$ cat src/design/bidf_pkg.sv
// Shared types and constants for the bytecode instruction deframer.
// Holds the configuration and record structs, argument kind codes and register indexes.
// No dependencies; every other design file refers to it by scoped names.
package bidf_pkg;

    // Opcodes at or above this value are outside the opcode table.
    localparam int TABLE_SIZE = 17;
    localparam logic [7:0] TABLE_LIMIT = 8'(TABLE_SIZE);

    // Per-opcode configuration covers this many opcodes.
    localparam int MASK_BITS = 17;
    localparam int COUNT_BITS = 2 * MASK_BITS;
    localparam logic [7:0] MASK_LIMIT = 8'(MASK_BITS);

    // Configuration port geometry.
    localparam int ADDR_W = 5;
    localparam int DATA_W = 64;

    // Register indexes, taken from paddr[4:3].
    localparam logic [1:0] REG_HAS_ENCODING = 2'd0;
    localparam logic [1:0] REG_SHORT_DIRECT = 2'd1;
    localparam logic [1:0] REG_ARG_COUNT = 2'd2;

    // Argument kind codes.
    localparam logic [1:0] KIND_NONE = 2'd0;
    localparam logic [1:0] KIND_REGISTER = 2'd1;
    localparam logic [1:0] KIND_DIRECT = 2'd2;
    localparam logic [1:0] KIND_INDIRECT = 2'd3;

    typedef struct packed {
        logic [MASK_BITS-1:0]  has_encoding_mask;
        logic [MASK_BITS-1:0]  short_direct_mask;
        logic [COUNT_BITS-1:0] arg_count_table;
    } cfg_t;

    typedef struct packed {
        logic [7:0]         opcode;
        logic [1:0]         arg_count;
        logic [1:0]         kind_a;
        logic signed [31:0] value_a;
        logic [1:0]         kind_b;
        logic signed [31:0] value_b;
        logic [1:0]         kind_c;
        logic signed [31:0] value_c;
        logic               bad_opcode;
    } record_t;

    // Handoff from the parser to the result register.
    typedef struct packed {
        logic    load;
        record_t rec;
    } rec_push_t;

endpackage

$ cat src/design/bidf_regs.sv
// Configuration registers of the bytecode instruction deframer behind an APB-style port.
// Depends on bidf_pkg for the register indexes and the cfg_t struct.
module bidf_regs
(
    input  logic                       clk,
    input  logic                       rst_n,
    input  logic                       psel,
    input  logic                       penable,
    input  logic                       pwrite,
    input  logic [bidf_pkg::ADDR_W-1:0] paddr,
    input  logic [bidf_pkg::DATA_W-1:0] pwdata,
    output logic [bidf_pkg::DATA_W-1:0] prdata,
    output logic                       pready,
    output bidf_pkg::cfg_t             cfg
);

    logic [bidf_pkg::MASK_BITS-1:0]  has_enc_reg;
    logic [bidf_pkg::MASK_BITS-1:0]  short_dir_reg;
    logic [bidf_pkg::COUNT_BITS-1:0] count_tab_reg;
    logic [1:0]                      reg_index;
    logic                            wr_en;

    assign pready = 1'b1;
    assign reg_index = paddr[bidf_pkg::ADDR_W-1:bidf_pkg::ADDR_W-2];
    assign wr_en = psel && penable && pwrite;

    always_ff @(posedge clk or negedge rst_n)
    begin
        if (!rst_n)
        begin
            has_enc_reg <= '0;
            short_dir_reg <= '0;
            count_tab_reg <= '0;
        end
        else if (wr_en)
        begin
            case (reg_index)
                bidf_pkg::REG_HAS_ENCODING:
                    has_enc_reg <= pwdata[bidf_pkg::MASK_BITS-1:0];
                bidf_pkg::REG_SHORT_DIRECT:
                    short_dir_reg <= pwdata[bidf_pkg::MASK_BITS-1:0];
                bidf_pkg::REG_ARG_COUNT:
                    count_tab_reg <= pwdata[bidf_pkg::COUNT_BITS-1:0];
                default:
                begin
                end
            endcase
        end
    end

    always_comb
    begin
        case (reg_index)
            bidf_pkg::REG_HAS_ENCODING:
                prdata = bidf_pkg::DATA_W'(has_enc_reg);
            bidf_pkg::REG_SHORT_DIRECT:
                prdata = bidf_pkg::DATA_W'(short_dir_reg);
            bidf_pkg::REG_ARG_COUNT:
                prdata = bidf_pkg::DATA_W'(count_tab_reg);
            default:
                prdata = '0;
        endcase
    end

    assign cfg.has_encoding_mask = has_enc_reg;
    assign cfg.short_direct_mask = short_dir_reg;
    assign cfg.arg_count_table = count_tab_reg;

endmodule

$ cat src/design/bidf_parser.sv
// Input byte register and instruction parser state of the bytecode instruction deframer.
// Depends on bidf_pkg for the configuration, record and handoff structs.
module bidf_parser
(
    input  logic                clk,
    input  logic                rst_n,
    input  logic                stream_valid,
    output logic                stream_ready,
    input  logic [7:0]          stream_byte,
    input  bidf_pkg::cfg_t      cfg,
    input  logic                room,
    output bidf_pkg::rec_push_t push
);

    typedef enum logic [1:0] {
        PH_OPCODE,
        PH_ENCODING,
        PH_ARGS
    } phase_t;

    phase_t      phase_reg, phase_next;
    logic [7:0]  byte_reg;
    logic        full_reg;
    logic [7:0]  op_reg, op_next;
    logic [7:0]  enc_reg, enc_next;
    logic [1:0]  slot_reg, slot_next;
    logic [2:0]  left_reg, left_next;
    logic [1:0]  kinds_reg [3];
    logic [1:0]  kinds_next [3];
    logic [31:0] vals_reg [3];
    logic [31:0] vals_next [3];

    logic        emit;
    logic        bad;
    logic        seek;
    logic [1:0]  seek_from;
    logic [1:0]  count;
    logic        found;
    logic [1:0]  kind;
    logic [1:0]  s;
    logic [2:0]  left_dec;
    logic        fire;

    function automatic logic uses_encoding(input logic [7:0] op,
                                           input logic [bidf_pkg::MASK_BITS-1:0] mask);
        logic r;
        r = (op != 8'd0) && (op < bidf_pkg::TABLE_LIMIT) && (op < bidf_pkg::MASK_LIMIT)
            && mask[op[4:0]];
        return r;
    endfunction

    function automatic logic short_direct(input logic [7:0] op,
                                          input logic [bidf_pkg::MASK_BITS-1:0] mask);
        logic r;
        r = (op < bidf_pkg::MASK_LIMIT) && mask[op[4:0]];
        return r;
    endfunction

    always_comb
    begin
        phase_next = phase_reg;
        op_next = op_reg;
        enc_next = enc_reg;
        slot_next = slot_reg;
        left_next = left_reg;
        kinds_next = kinds_reg;
        vals_next = vals_reg;
        emit = 1'b0;
        bad = 1'b0;
        seek = 1'b0;
        seek_from = 2'd0;
        s = slot_reg;
        left_dec = (left_reg != 3'd0) ? left_reg - 3'd1 : 3'd0;

        if (phase_reg == PH_ENCODING)
        begin
            enc_next = byte_reg;
            slot_next = 2'd0;
            seek = 1'b1;
        end
        else if (phase_reg == PH_ARGS && slot_reg != 2'd3)
        begin
            vals_next[s] = {vals_reg[s][23:0], byte_reg};
            left_next = left_dec;
            if (left_dec == 3'd0)
            begin
                if (kinds_reg[s] == bidf_pkg::KIND_INDIRECT
                    || (kinds_reg[s] == bidf_pkg::KIND_DIRECT
                        && short_direct(op_reg, cfg.short_direct_mask)))
                begin
                    vals_next[s] = {{16{vals_next[s][15]}}, vals_next[s][15:0]};
                end
                slot_next = slot_reg + 2'd1;
                seek_from = slot_reg + 2'd1;
                seek = 1'b1;
            end
        end
        else
        begin
            // Any other phase code, including the unused one, expects an opcode.
            op_next = byte_reg;
            enc_next = 8'd0;
            slot_next = 2'd0;
            left_next = 3'd0;
            for (int k = 0; k < 3; k++)
            begin
                kinds_next[k] = bidf_pkg::KIND_NONE;
                vals_next[k] = '0;
            end
            phase_next = PH_OPCODE;
            if (byte_reg >= bidf_pkg::TABLE_LIMIT)
            begin
                emit = 1'b1;
                bad = 1'b1;
            end
            else if (uses_encoding(byte_reg, cfg.has_encoding_mask))
            begin
                phase_next = PH_ENCODING;
            end
            else
            begin
                // Without an encoding byte the instruction has one direct argument.
                enc_next = 8'h80;
                seek = 1'b1;
            end
        end

        // Argument count follows the opcode that is being held after this byte.
        if (uses_encoding(op_next, cfg.has_encoding_mask))
            count = cfg.arg_count_table[{op_next[4:0], 1'b0} +: 2];
        else
            count = 2'd1;

        // Find the next slot that needs bytes; empty slots are passed over.
        found = 1'b0;
        kind = bidf_pkg::KIND_NONE;
        if (seek)
        begin
            for (int j = 0; j < 3; j++)
            begin
                kind = enc_next[6-2*j +: 2];
                if (!found && 2'(j) >= seek_from && 2'(j) < count)
                begin
                    kinds_next[j] = kind;
                    vals_next[j] = '0;
                    if (kind != bidf_pkg::KIND_NONE)
                    begin
                        found = 1'b1;
                        slot_next = 2'(j);
                        phase_next = PH_ARGS;
                        if (kind == bidf_pkg::KIND_REGISTER)
                            left_next = 3'd1;
                        else if (kind == bidf_pkg::KIND_DIRECT
                                 && !short_direct(op_next, cfg.short_direct_mask))
                            left_next = 3'd4;
                        else
                            left_next = 3'd2;
                    end
                end
            end
            if (!found)
            begin
                emit = 1'b1;
                phase_next = PH_OPCODE;
            end
        end
    end

    assign fire = full_reg && (!emit || room);
    assign stream_ready = !full_reg || fire;

    assign push.load = fire && emit;
    assign push.rec.opcode = op_next;
    assign push.rec.arg_count = bad ? 2'd0 : count;
    assign push.rec.kind_a = kinds_next[0];
    assign push.rec.value_a = $signed(vals_next[0]);
    assign push.rec.kind_b = kinds_next[1];
    assign push.rec.value_b = $signed(vals_next[1]);
    assign push.rec.kind_c = kinds_next[2];
    assign push.rec.value_c = $signed(vals_next[2]);
    assign push.rec.bad_opcode = bad;

    always_ff @(posedge clk or negedge rst_n)
    begin
        if (!rst_n)
        begin
            full_reg <= 1'b0;
            byte_reg <= '0;
            phase_reg <= PH_OPCODE;
            op_reg <= '0;
            enc_reg <= '0;
            slot_reg <= '0;
            left_reg <= '0;
            for (int k = 0; k < 3; k++)
            begin
                kinds_reg[k] <= bidf_pkg::KIND_NONE;
                vals_reg[k] <= '0;
            end
        end
        else
        begin
            if (stream_valid && stream_ready)
            begin
                byte_reg <= stream_byte;
                full_reg <= 1'b1;
            end
            else if (fire)
            begin
                full_reg <= 1'b0;
            end
            if (fire)
            begin
                phase_reg <= phase_next;
                op_reg <= op_next;
                enc_reg <= enc_next;
                slot_reg <= slot_next;
                left_reg <= left_next;
                kinds_reg <= kinds_next;
                vals_reg <= vals_next;
            end
        end
    end

    a_args_have_bytes: assert property (@(posedge clk) disable iff (!rst_n)
        phase_reg == PH_ARGS |-> left_reg != 3'd0)
        else $error("argument phase entered with no bytes left");

    a_args_slot_in_range: assert property (@(posedge clk) disable iff (!rst_n)
        phase_reg == PH_ARGS |-> slot_reg != 2'd3)
        else $error("argument phase with slot index past the last slot");

    a_bad_record_empty: assert property (@(posedge clk) disable iff (!rst_n)
        push.load && push.rec.bad_opcode |->
            push.rec.arg_count == 2'd0 && push.rec.kind_a == bidf_pkg::KIND_NONE
            && $past(phase_reg) == $past(phase_reg) && op_next >= bidf_pkg::TABLE_LIMIT)
        else $error("bad opcode record carries arguments or an in-table opcode");

    a_no_load_when_full: assert property (@(posedge clk) disable iff (!rst_n)
        push.load |-> room)
        else $error("record pushed while the result register cannot take it");

endmodule

$ cat src/design/bidf_outreg.sv
// Result register of the bytecode instruction deframer, holding one record for the receiver.
// Depends on bidf_pkg for the record and handoff structs.
module bidf_outreg
(
    input  logic                clk,
    input  logic                rst_n,
    input  bidf_pkg::rec_push_t push,
    output logic                room,
    output logic                record_valid,
    input  logic                record_ready,
    output bidf_pkg::record_t   rec
);

    logic              valid_reg;
    bidf_pkg::record_t rec_reg;

    // A new record may enter when the register is empty or is being drained this cycle.
    assign room = !valid_reg || record_ready;

    always_ff @(posedge clk or negedge rst_n)
    begin
        if (!rst_n)
        begin
            valid_reg <= 1'b0;
        end
        else if (push.load)
        begin
            valid_reg <= 1'b1;
        end
        else if (record_ready)
        begin
            valid_reg <= 1'b0;
        end
    end

    always_ff @(posedge clk)
    begin
        if (push.load)
        begin
            rec_reg <= push.rec;
        end
    end

    assign record_valid = valid_reg;
    assign rec = rec_reg;

endmodule

$ cat src/design/bytecode_instruction_deframer_unit.sv
// Bytecode instruction deframer, top level.
// Instantiates bidf_regs, bidf_parser and bidf_outreg; depends on bidf_pkg.
//
// Usage:
// The stream channel (stream_valid, stream_ready, stream_byte) carries one byte of a
// big-endian bytecode stream per word. The record channel (record_valid, record_ready
// and the record fields) carries one word per complete instruction: the opcode, the
// argument count, and the kind and value of up to three arguments. An opcode outside
// the opcode table produces a record at once with bad_opcode set and no arguments.
// A trailing instruction that never completes produces no record.
// The per-opcode tables sit in three 64-bit registers at byte addresses 0, 8 and 16
// of the APB-style port; they should be written only while the block is idle.
// A byte lands in the input register at the edge that accepts it and is parsed from there
// by the combinational parser step, which loads the record of an instruction into the
// result register when it parses the last byte. Throughput is one byte per cycle while
// the result register has room, set by the parser step between the two registers.
// When the receiver stalls, the result register holds its record; bytes that produce
// no record keep flowing, and the first byte that would produce a second record waits
// in the input register, which then holds stream_ready low.
// Reset clears the tables, the parser state and both valid flags.
module bytecode_instruction_deframer_unit
(
    input  logic                        clk,
    input  logic                        rst_n,
    input  logic                        psel,
    input  logic                        penable,
    input  logic                        pwrite,
    input  logic [bidf_pkg::ADDR_W-1:0] paddr,
    input  logic [bidf_pkg::DATA_W-1:0] pwdata,
    output logic [bidf_pkg::DATA_W-1:0] prdata,
    output logic                        pready,
    input  logic                        stream_valid,
    output logic                        stream_ready,
    input  logic [7:0]                  stream_byte,
    output logic                        record_valid,
    input  logic                        record_ready,
    output logic [7:0]                  opcode,
    output logic [1:0]                  arg_count,
    output logic [1:0]                  kind_a,
    output logic signed [31:0]          value_a,
    output logic [1:0]                  kind_b,
    output logic signed [31:0]          value_b,
    output logic [1:0]                  kind_c,
    output logic signed [31:0]          value_c,
    output logic                        bad_opcode
);

    bidf_pkg::cfg_t      cfg;
    bidf_pkg::rec_push_t push;
    bidf_pkg::record_t   rec;
    logic                room;

    // The configuration registers feed the parser directly, so a table write
    // applies to every byte parsed after it.
    bidf_regs u_regs
    (
        .clk     (clk),
        .rst_n   (rst_n),
        .psel    (psel),
        .penable (penable),
        .pwrite  (pwrite),
        .paddr   (paddr),
        .pwdata  (pwdata),
        .prdata  (prdata),
        .pready  (pready),
        .cfg     (cfg)
    );

    // The parser holds one input byte and the instruction state, and steps once
    // per byte whenever the result register has room or the byte ends no instruction.
    bidf_parser u_parser
    (
        .clk          (clk),
        .rst_n        (rst_n),
        .stream_valid (stream_valid),
        .stream_ready (stream_ready),
        .stream_byte  (stream_byte),
        .cfg          (cfg),
        .room         (room),
        .push         (push)
    );

    // The result register separates the receiver's stall from the parser.
    bidf_outreg u_outreg
    (
        .clk          (clk),
        .rst_n        (rst_n),
        .push         (push),
        .room         (room),
        .record_valid (record_valid),
        .record_ready (record_ready),
        .rec          (rec)
    );

    assign opcode = rec.opcode;
    assign arg_count = rec.arg_count;
    assign kind_a = rec.kind_a;
    assign value_a = rec.value_a;
    assign kind_b = rec.kind_b;
    assign value_b = rec.value_b;
    assign kind_c = rec.kind_c;
    assign value_c = rec.value_c;
    assign bad_opcode = rec.bad_opcode;

endmodule
$ cat config.mk
export PLATFORM = sky130hd
export DESIGN_NAME = bytecode_instruction_deframer_unit
export DESIGN_NICKNAME = d
export VERILOG_FILES = /design/src/design/bidf_pkg.sv /design/src/design/bidf_regs.sv /design/src/design/bidf_parser.sv /design/src/design/bidf_outreg.sv /design/src/design/bytecode_instruction_deframer_unit.sv
export SDC_FILE = /design/constraint.sdc
export NUM_CORES = 1
export LEC_CHECK = 0
export ABC_AREA = 0
export BUFFER_PORTS_ARGS = -buffer_cell sky130_fd_sc_hd__buf_2
export CAP_MARGIN = 20
export CORE_ASPECT_RATIO = 1.1
export CORE_UTILIZATION = 57
export DETAILED_ROUTE_END_ITERATION = 10
export GPL_ROUTABILITY_DRIVEN = 0
export PLACE_DENSITY = 0.8
export SYNTH_ARGS = -nofsm -noshare
export SYNTH_HDL_FRONTEND = slang
export SYNTH_HIERARCHICAL = 1
export SYNTH_SLANG_ARGS = --single-unit
$ cat constraint.sdc
create_clock -name clk -period 9.37 [get_ports clk]
set_input_delay 0.4685 -clock clk [delete_from_list [all_inputs] [get_ports clk]]
set_output_delay 0.4685 -clock clk [all_outputs]
set_load 0.02 [all_outputs]
==> run summary <==
top_reg_cell synth: dfrtp_1
root buf cell: clkbuf_16
top cell type's share of synthesized area: 0.310
Die Ht: 179 um
Max-slew headroom: 0.322
Rows: 64
post-synthesis xor/xnor area fraction: 0
compound-gate portion of the synthesized area: 0.156
H-tree Lvls: 2
largest fanout on the critical path: 40
Setup Buffers After CTS: 0
Final Max Slew Viols: 0
CTS Hold Bufs: 0
CTS buffer count: 34
Critical Path Source Type: flop
run status: finished clean
Area Overhead vs Synth: 13.1%
post-CTS resize count: 0
Boundary Pins: 264
EDFF count, synth: 113
Syn. warnings: 6
Clock Pin Slew Worst Setup and Hold Paths: 0.06 ns
vias: 12600
Worst path slowest cell: o21a_2
CTS tree: done
Final nets: 1680
vias per cell: 6.36
WP data arrival: 5.80 ns
sequential area share after synthesis: 0.520
GRT Total Usage: 0.295
Die W: 163 um
GR Overflow Total: 0
Hold Vio Cnt, Final: 0
mean post-synth cell area: 11.3 sq um
area of the die: 0.0291 sq mm
initial core utilization: 0.581
Crit Path Class: reg2reg
simple-gate area share of the yosys netlist: 0.111
Synth area leaders: dfrtp_1 (31%), edfxtp_1 (21%), mux2_2 (7.2%)
clk_skew: 0.0220 ns
crit-path cells: ha_1 -> or3b_4 -> nand2_4 -> mux2i_4 -> inv_2 -> nor4_2 -> nand2_1 -> nand3_2 -> nor2_1 -> a211oi_2 -> o21a_2 -> buf_4 -> mux2_2
Post-synth ARST share: 0.640
maximum clock frequency: 0.185 GHz
DR iter-0 viols: 1268
post-layout util: 0.657
fillers: 2126
vias in the first global route: 12000
Power Dens Cells: 354 mW/mm^2
slowest stage delay, CP: 0.62 ns
fraction of layout cells with a size suffix above 1: 0.267
largest family of logic cells by synthesized area: multiplexers
first-pass GRT wire length: 66400 um
CP Capture Type: flop
RSZ-0062 raised after global routing: no
hpwl dp: 28200 um
clk buf depth: 3
Worst Hold Class: in2async
Worst Setup SP: u_parser/s[0]
largest net degree at the start of global routing: 118
required time of the critical path: 9.77 ns
Synth Cell Area: 0.0162 sq mm
R2R Path Start: u_parser/s[0]
post-synthesis mux area share: 0.159
Pre-Repair DR Iteration Count: 7
fin crit period: 5.40 ns
Max-Cap Viols: 0
Fin Hold WS: 0.0658 ns
Mapped Cells: 1433
PortBufs: 199
DRC: 0
clk sink count: 314
VDD IR max: 0.000216 V
post-synth top area cell: dfrtp_1
final wirelength: 42700 um
initial antenna violation count: 1
Post-Synth Adder-Cell Area: 0.00386
Routed Antenna Nets: 0
period utilization: 0.577
TNS Setup: 0 ns
synth unique cells: 79
Leak: 7.91 nW
number of flip-flops in the largest register: 113
ANT cells: 0
Yosys reg bits: 314
core box area: 0.0279 sq mm
Worst-Skew Late Latency: 0.52 ns
WL/cell: 21.6 um
final setup fails: 0
actual slew at the worst max-slew pin: 1.02 ns
[synthesized netlist by cell type, types with 9 or more instances]
cell type / count
dfrtp_1: 201
nor2_1: 151
nand2_1: 117
edfxtp_1: 113
mux2_2: 103
mux2i_1: 103
a22oi_1: 78
o21ai_0: 75
a22o_1: 48
clkbuf_1: 48
a21oi_1: 44
buf_4: 40
o2bb2ai_1: 30
buf_2: 28
and2_1: 23
o211ai_1: 20
nand2b_1: 12
nor3_1: 11
mux2_4: 10
nand3_1: 10
o22ai_1: 10
inv_1: 9
[final cells by class]
type	instances	area, sq um	share of cell area
clock buffers	50	931	0.0508
multi-input cells	1004	7120	0.389
repair buffers	225	1240	0.0675
inverters	12	45.0	0.00246
flip-flops and latches	314	8420	0.460
clock inverters	12	106	0.00581
well taps	363	454	0.0248
[layout by cell type, fill, tap and decap left out, types with 12 or more instances in the layout]
cell       synthesis  layout
a22oi_1           78      78
conb_1             2      31
clkbuf_16          0      34
mux2_2           103     103
o211ai_1          20      20
nand2_1          117     117
a21oi_1           44      44
edfxtp_1         113     113
and2_1            23      23
nand2b_1          12      12
buf_4             40      23
nor2_1           151     149
o2bb2ai_1         30      30
mux2i_1          103     103
clkbuf_1          48      14
buf_2             28     198
dfrtp_1          201     200
o21ai_0           75      75
a22o_1            48      48
[logic make-up after synthesis]
kind of cell               after synthesis
muxes                                  229
other                                    2
adders and majority gates                5
buffers and inverters                  144
AOI/OAI and AO/OA                      357
DFF                                    314
and+or+nand+nor                        382
[power by group]
part           internal (mW)  leakage [nW]  total, mW  switching [mW]
Clock                  0.724         0.508       1.26           0.539
Combinational          0.961          3.67       2.95            1.99
Sequential              1.97          3.73       2.27           0.299
Total                   3.65          7.91       6.48            2.83
[worst max-delay path: cells and delay by family, from the launching register on]
kind	cells	cell delay [ns]
and+or+nand+nor	6	1.61
muxes	2	1.01
DFF	1	0.39
adders and majority gates	1	0.29
AOI/OAI and AO/OA	2	1.15
buffers and inverters	2	0.79
[per-layer routing]
layer	up-vias	track usage	routed length (um)
met5	-	0	11
met1	6124	0.380	15900
met3	128	0.0488	3770
li1	5588	-	-
met2	756	0.496	21400
met4	2	0.119	1600
[per-stage QoR]
stage	power (mW)	setup WS (ns)	std cells	cell area, sq um
floorplan	4.37	0.752	1462	16300
global placement	5.09	4.12	1916	17200
detailed placement	5.18	4.04	1917	17300
CTS	6.46	4.00	1979	18300
global route	6.80	3.67	1980	18300
finish	6.48	3.97	1980	18300
[worst paths after layout]
kind,endpoint,slack [ns],cells after the start
worst max-delay path,u_parser/vals_reg[24],3.97,13
worst min-delay path,u_regs/count_tab_reg[21],0.07,1
worst max register to register,u_parser/vals_reg[24],3.97,13
worst min register to register,u_parser/vals_reg[91],0.51,1
max in group asynchronous,u_parser/vals_reg[74],8.07,3
min in group clk,u_regs/count_tab_reg[31],0.17,2
Note: power is estimated with default switching activity, not from simulation.
